[src/hw/rtl/isort_pkg.sv]
// Shared types for the insertion sorter cell chain.
package isort_pkg;

    localparam int DATA_W = 32;

    typedef logic signed [DATA_W-1:0] value_t;

    // Control broadcast from the top level to every cell
    typedef struct packed {
        logic load;   // insert new_value this cycle
        logic drain;  // shift the chain one cell toward the output
    } cell_ctrl_t;

endpackage

[src/hw/rtl/isort_cell.sv]
// One cell of the insertion chain: holds one sorted entry and its valid bit.
module isort_cell
    import isort_pkg::*;
(
    input  logic       clk,
    input  logic       rst_n,
    input  cell_ctrl_t ctrl,
    input  value_t     new_value,
    input  value_t     left_data,
    input  logic       left_valid,
    input  logic       left_gt,
    input  value_t     right_data,
    input  logic       right_valid,
    output value_t     data,
    output logic       valid,
    output logic       gt
);

    value_t data_reg;
    value_t data_next;
    logic   valid_reg;
    logic   valid_next;

    // held entry is strictly greater: it moves right, new value lands left of it
    assign gt    = valid_reg && (data_reg > new_value);
    assign data  = data_reg;
    assign valid = valid_reg;

    always_comb
    begin
        data_next  = data_reg;
        valid_next = valid_reg;
        priority if (ctrl.drain)
        begin
            data_next  = right_data;
            valid_next = right_valid;
        end
        else if (ctrl.load)
        begin
            priority if (left_gt)
            begin
                data_next  = left_data;
                valid_next = 1'b1;
            end
            else if (gt || (!valid_reg && left_valid))
            begin
                data_next  = new_value;
                valid_next = 1'b1;
            end
            else
            begin
                // entry left of the insertion point, or an empty cell past it: keep it
                valid_next = valid_reg;
            end
        end
        else
        begin
            // idle: hold
            valid_next = valid_reg;
        end
    end

    always_ff @(posedge clk or negedge rst_n)
    begin
        if (!rst_n)
        begin
            valid_reg <= 1'b0;
        end
        else
        begin
            valid_reg <= valid_next;
        end
    end

    always_ff @(posedge clk)
    begin
        data_reg <= data_next;
    end

endmodule

[config.mk]
export PLATFORM = sky130hd
export DESIGN_NAME = isort_cell
export DESIGN_NICKNAME = d
export VERILOG_FILES = /design/src/hw/rtl/isort_pkg.sv /design/src/hw/rtl/isort_cell.sv
export SDC_FILE = /design/constraint.sdc
export NUM_CORES = 1
export LEC_CHECK = 0
export ABC_AREA = 0
export BUFFER_PORTS_ARGS = -buffer_cell sky130_fd_sc_hd__buf_2
export CAP_MARGIN = 0
export CORE_MARGIN = 1.5
export CORE_UTILIZATION = 46
export DETAILED_ROUTE_END_ITERATION = 8
export PLACE_DENSITY = 0.82
export SYNTH_ARGS = -nofsm -noshare
export SYNTH_HDL_FRONTEND = slang
export SYNTH_SLANG_ARGS = --single-unit
[constraint.sdc]
create_clock -name clk -period 3.8 [get_ports clk]
set_clock_uncertainty 0.05 [all_clocks]
set_input_delay 0.76 -clock clk [delete_from_list [all_inputs] [get_ports clk]]
set_output_delay 0.76 -clock clk [all_outputs]
set_load 0.02 [all_outputs]
==> qor.csv <==
metric,value,unit
drc_errors,0,
wl_per_cell,13.5,um
num_antenna_cells,0,
required,2.99,ns
start_util,48.8,%
syn_area,2540,um2
globalplace.congestion,0.768,
vias,2416,
yosys.cell_types.count,32,
post_cts_resize_count,0,
rsz0062_at_grt,false,
synth_area_leaders,"edfxtp_1, ha_1, mux2i_1, o21ai_0, nand2_1",
antenna_found_initial,0,
async_flop_share,3.03,%
insertion_delay,0.27,ns
period_share,90.0,%
via_per_inst,5.09,
dieHeight,77.3,um
cap_violations,0,
syn_area_per_cell,9.49,um2
cts_buffers,5,
worst_pin_slew,0.588,ns
clk_path_buf_depth,2,
power_density,327,nW/um2
drt_iter0_drc,59,
yosysTopAreaCell,edfxtp_1,
num-nets-final,539,
outcome,finished clean,
die_x,77.3,um
grt_pass1_wl,10.9,mm
synth_enable_flop_cells,32,
hold_buffers,0,
synthFlopType,edfxtp_1,
synth_fp_nets,403,
top_usage_layer,met2,
fill_cells,456,
grt_use_total,22.4,%
layout_setup_ws,0.380,ns
cp_max_fo,3,
postCtsSetupBuffers,0,
pre_cts_ws,0.438,ns
antenna_left,0,
core_area,5200,um2
fmax,0.292,GHz
yosysSeqAreaShare,38.8,%
grt.met2_usage,40.8,%
area_growth,32.8,%
die_area,5980,um2
timing.setup.tns,0,ns
hold_class,input pin to asynchronous set/reset pin,
dpl.hpwl,5.10,mm
critPathArrivalTime,2.61,ns
postSynthCellCount,268,
cts_tree,yes,
wl,6.42,mm
cts.clk_slew.worst_paths,0.07,ns
ys_seq_elements,33,
grt_overflow,0,
num_io_pins,137,
ir_worst_vdd,191,uV
io_buffers,136,
fin_crit,3.42,ns
drtPass1Iterations,4,
p_leak,1.78,nW
grt_max_degree,67,
grt_use_met1,28.0,%
fp-row-count,26,
crit_path_start_kind,input pin,
numClockSinks,33,
drive_gt1_share,37.5,%
largest_reg_flops,32,
worstSetupPathType,input pin to primary output,
met3_usage,2.59,%
end_kind,primary output,
root_buffer,clkbuf_8,
setup-violations-final,0,
yosysWarnings,0,
report.final.hold_viol_count,0,
report.final.slew_viol_count,0,
h-tree-depth,2,
synth_top_area_share,37.8,%
grt_pass1_vias,2458,
slew_headroom,60.8,%
worst paths after layout:
check | start | endpoint | slack [ns] | cells past startpoint
setup reg to reg | data[23] | data[29] | 0.99 | 8
hold reg to reg | valid | valid | 0.62 | 3
max in group asynchronous | rst_n | valid | 3.42 | 1
setup / recovery | new_value[5] | gt | 0.38 | 10
min in group clk | valid | valid | 0.62 | 3
hold / removal | rst_n | valid | 0.20 | 1
logic make-up after synthesis:
| family | count (synthesis) | share of synthesized area, % |
|---|---|---|
| buf+inv | 44 | 6.64 |
| flops | 33 | 38.8 |
| compound gates | 65 | 14.5 |
| mux | 32 | 12.6 |
| simple gates | 62 | 11.7 |
| fa+ha+maj | 32 | 15.7 |
synth_stat cells (2+ instances only):
master    count
o21ai_0      37
nand2_1      42
a21o_1        2
nor2_1        3
a21oi_1      14
nor3_1        2
nand4_2       2
edfxtp_1     32
mux2i_1      32
nand3_1       2
ha_1         32
inv_1        33
o211ai_1      2
clkbuf_1      8
a31oi_1       2
nand4_1       5
buf_2         3
cell type report:
class,instances,area (um2),share of cell area (%)
multi-input cells,191,1390,41.1
flip-flops and latches,33,986,29.2
repair buffers,140,711,21.0
inverters,33,124,3.67
well taps,70,87.6,2.59
clock buffers,5,68.8,2.04
clock inverters,3,12.5,0.371
critical path, cell delays in order:
cell and delay [ns]:
buf_2 0.10, inv_1 0.04, ha_1 0.29, a21oi_1 0.16
o21ai_1 0.11, a221oi_1 0.29, a31oi_1 0.19, or3_1 0.34
a21boi_1 0.15, buf_2 0.19
per-stage QoR:
step	hold slack, ns	instance area (um2)	util, %	power [W]	std cells
2_1_floorplan	0.414	2540	-	0.000714	268
4_1_cts	0.192	3380	64.9	0.00111	475
3_5_place_dp	0.487	3300	63.3	0.000863	467
6_report	0.200	3380	64.9	0.00110	475
3_3_place_gp	0.487	3300	63.3	0.000848	467
5_1_grt	0.182	3380	64.9	0.00118	475
per-layer routing:
| layer | vias to the layer above | part of all wire [%] |
|---|---|---|
| met5 | - | 0 |
| li1 | 1237 | - |
| met3 | 6 | 4.4 |
| met2 | 76 | 51 |
| met1 | 1097 | 44 |
| met4 | 0 | 1.2 |
cells in the final DEF (no fill, tap or decap), types with 3 or more instances in the layout:
| cell | count |
|---|---|
| inv_1 | 33 |
| mux2i_1 | 32 |
| o21ai_0 | 37 |
| nand4_1 | 5 |
| clkbuf_8 | 5 |
| edfxtp_1 | 32 |
| a21oi_1 | 14 |
| nand2_1 | 42 |
| ha_1 | 32 |
| nor2_1 | 3 |
| buf_2 | 136 |
| buf_4 | 4 |
report_power, final:
group	switching [W]	leakage, nW	internal, W
Sequential	0.0000234	0.341	0.000455
Combinational	0.000219	1.40	0.000157
Clock	0.000125	0.0430	0.000123
No activity file was read; power rests on OpenSTA's default activity.
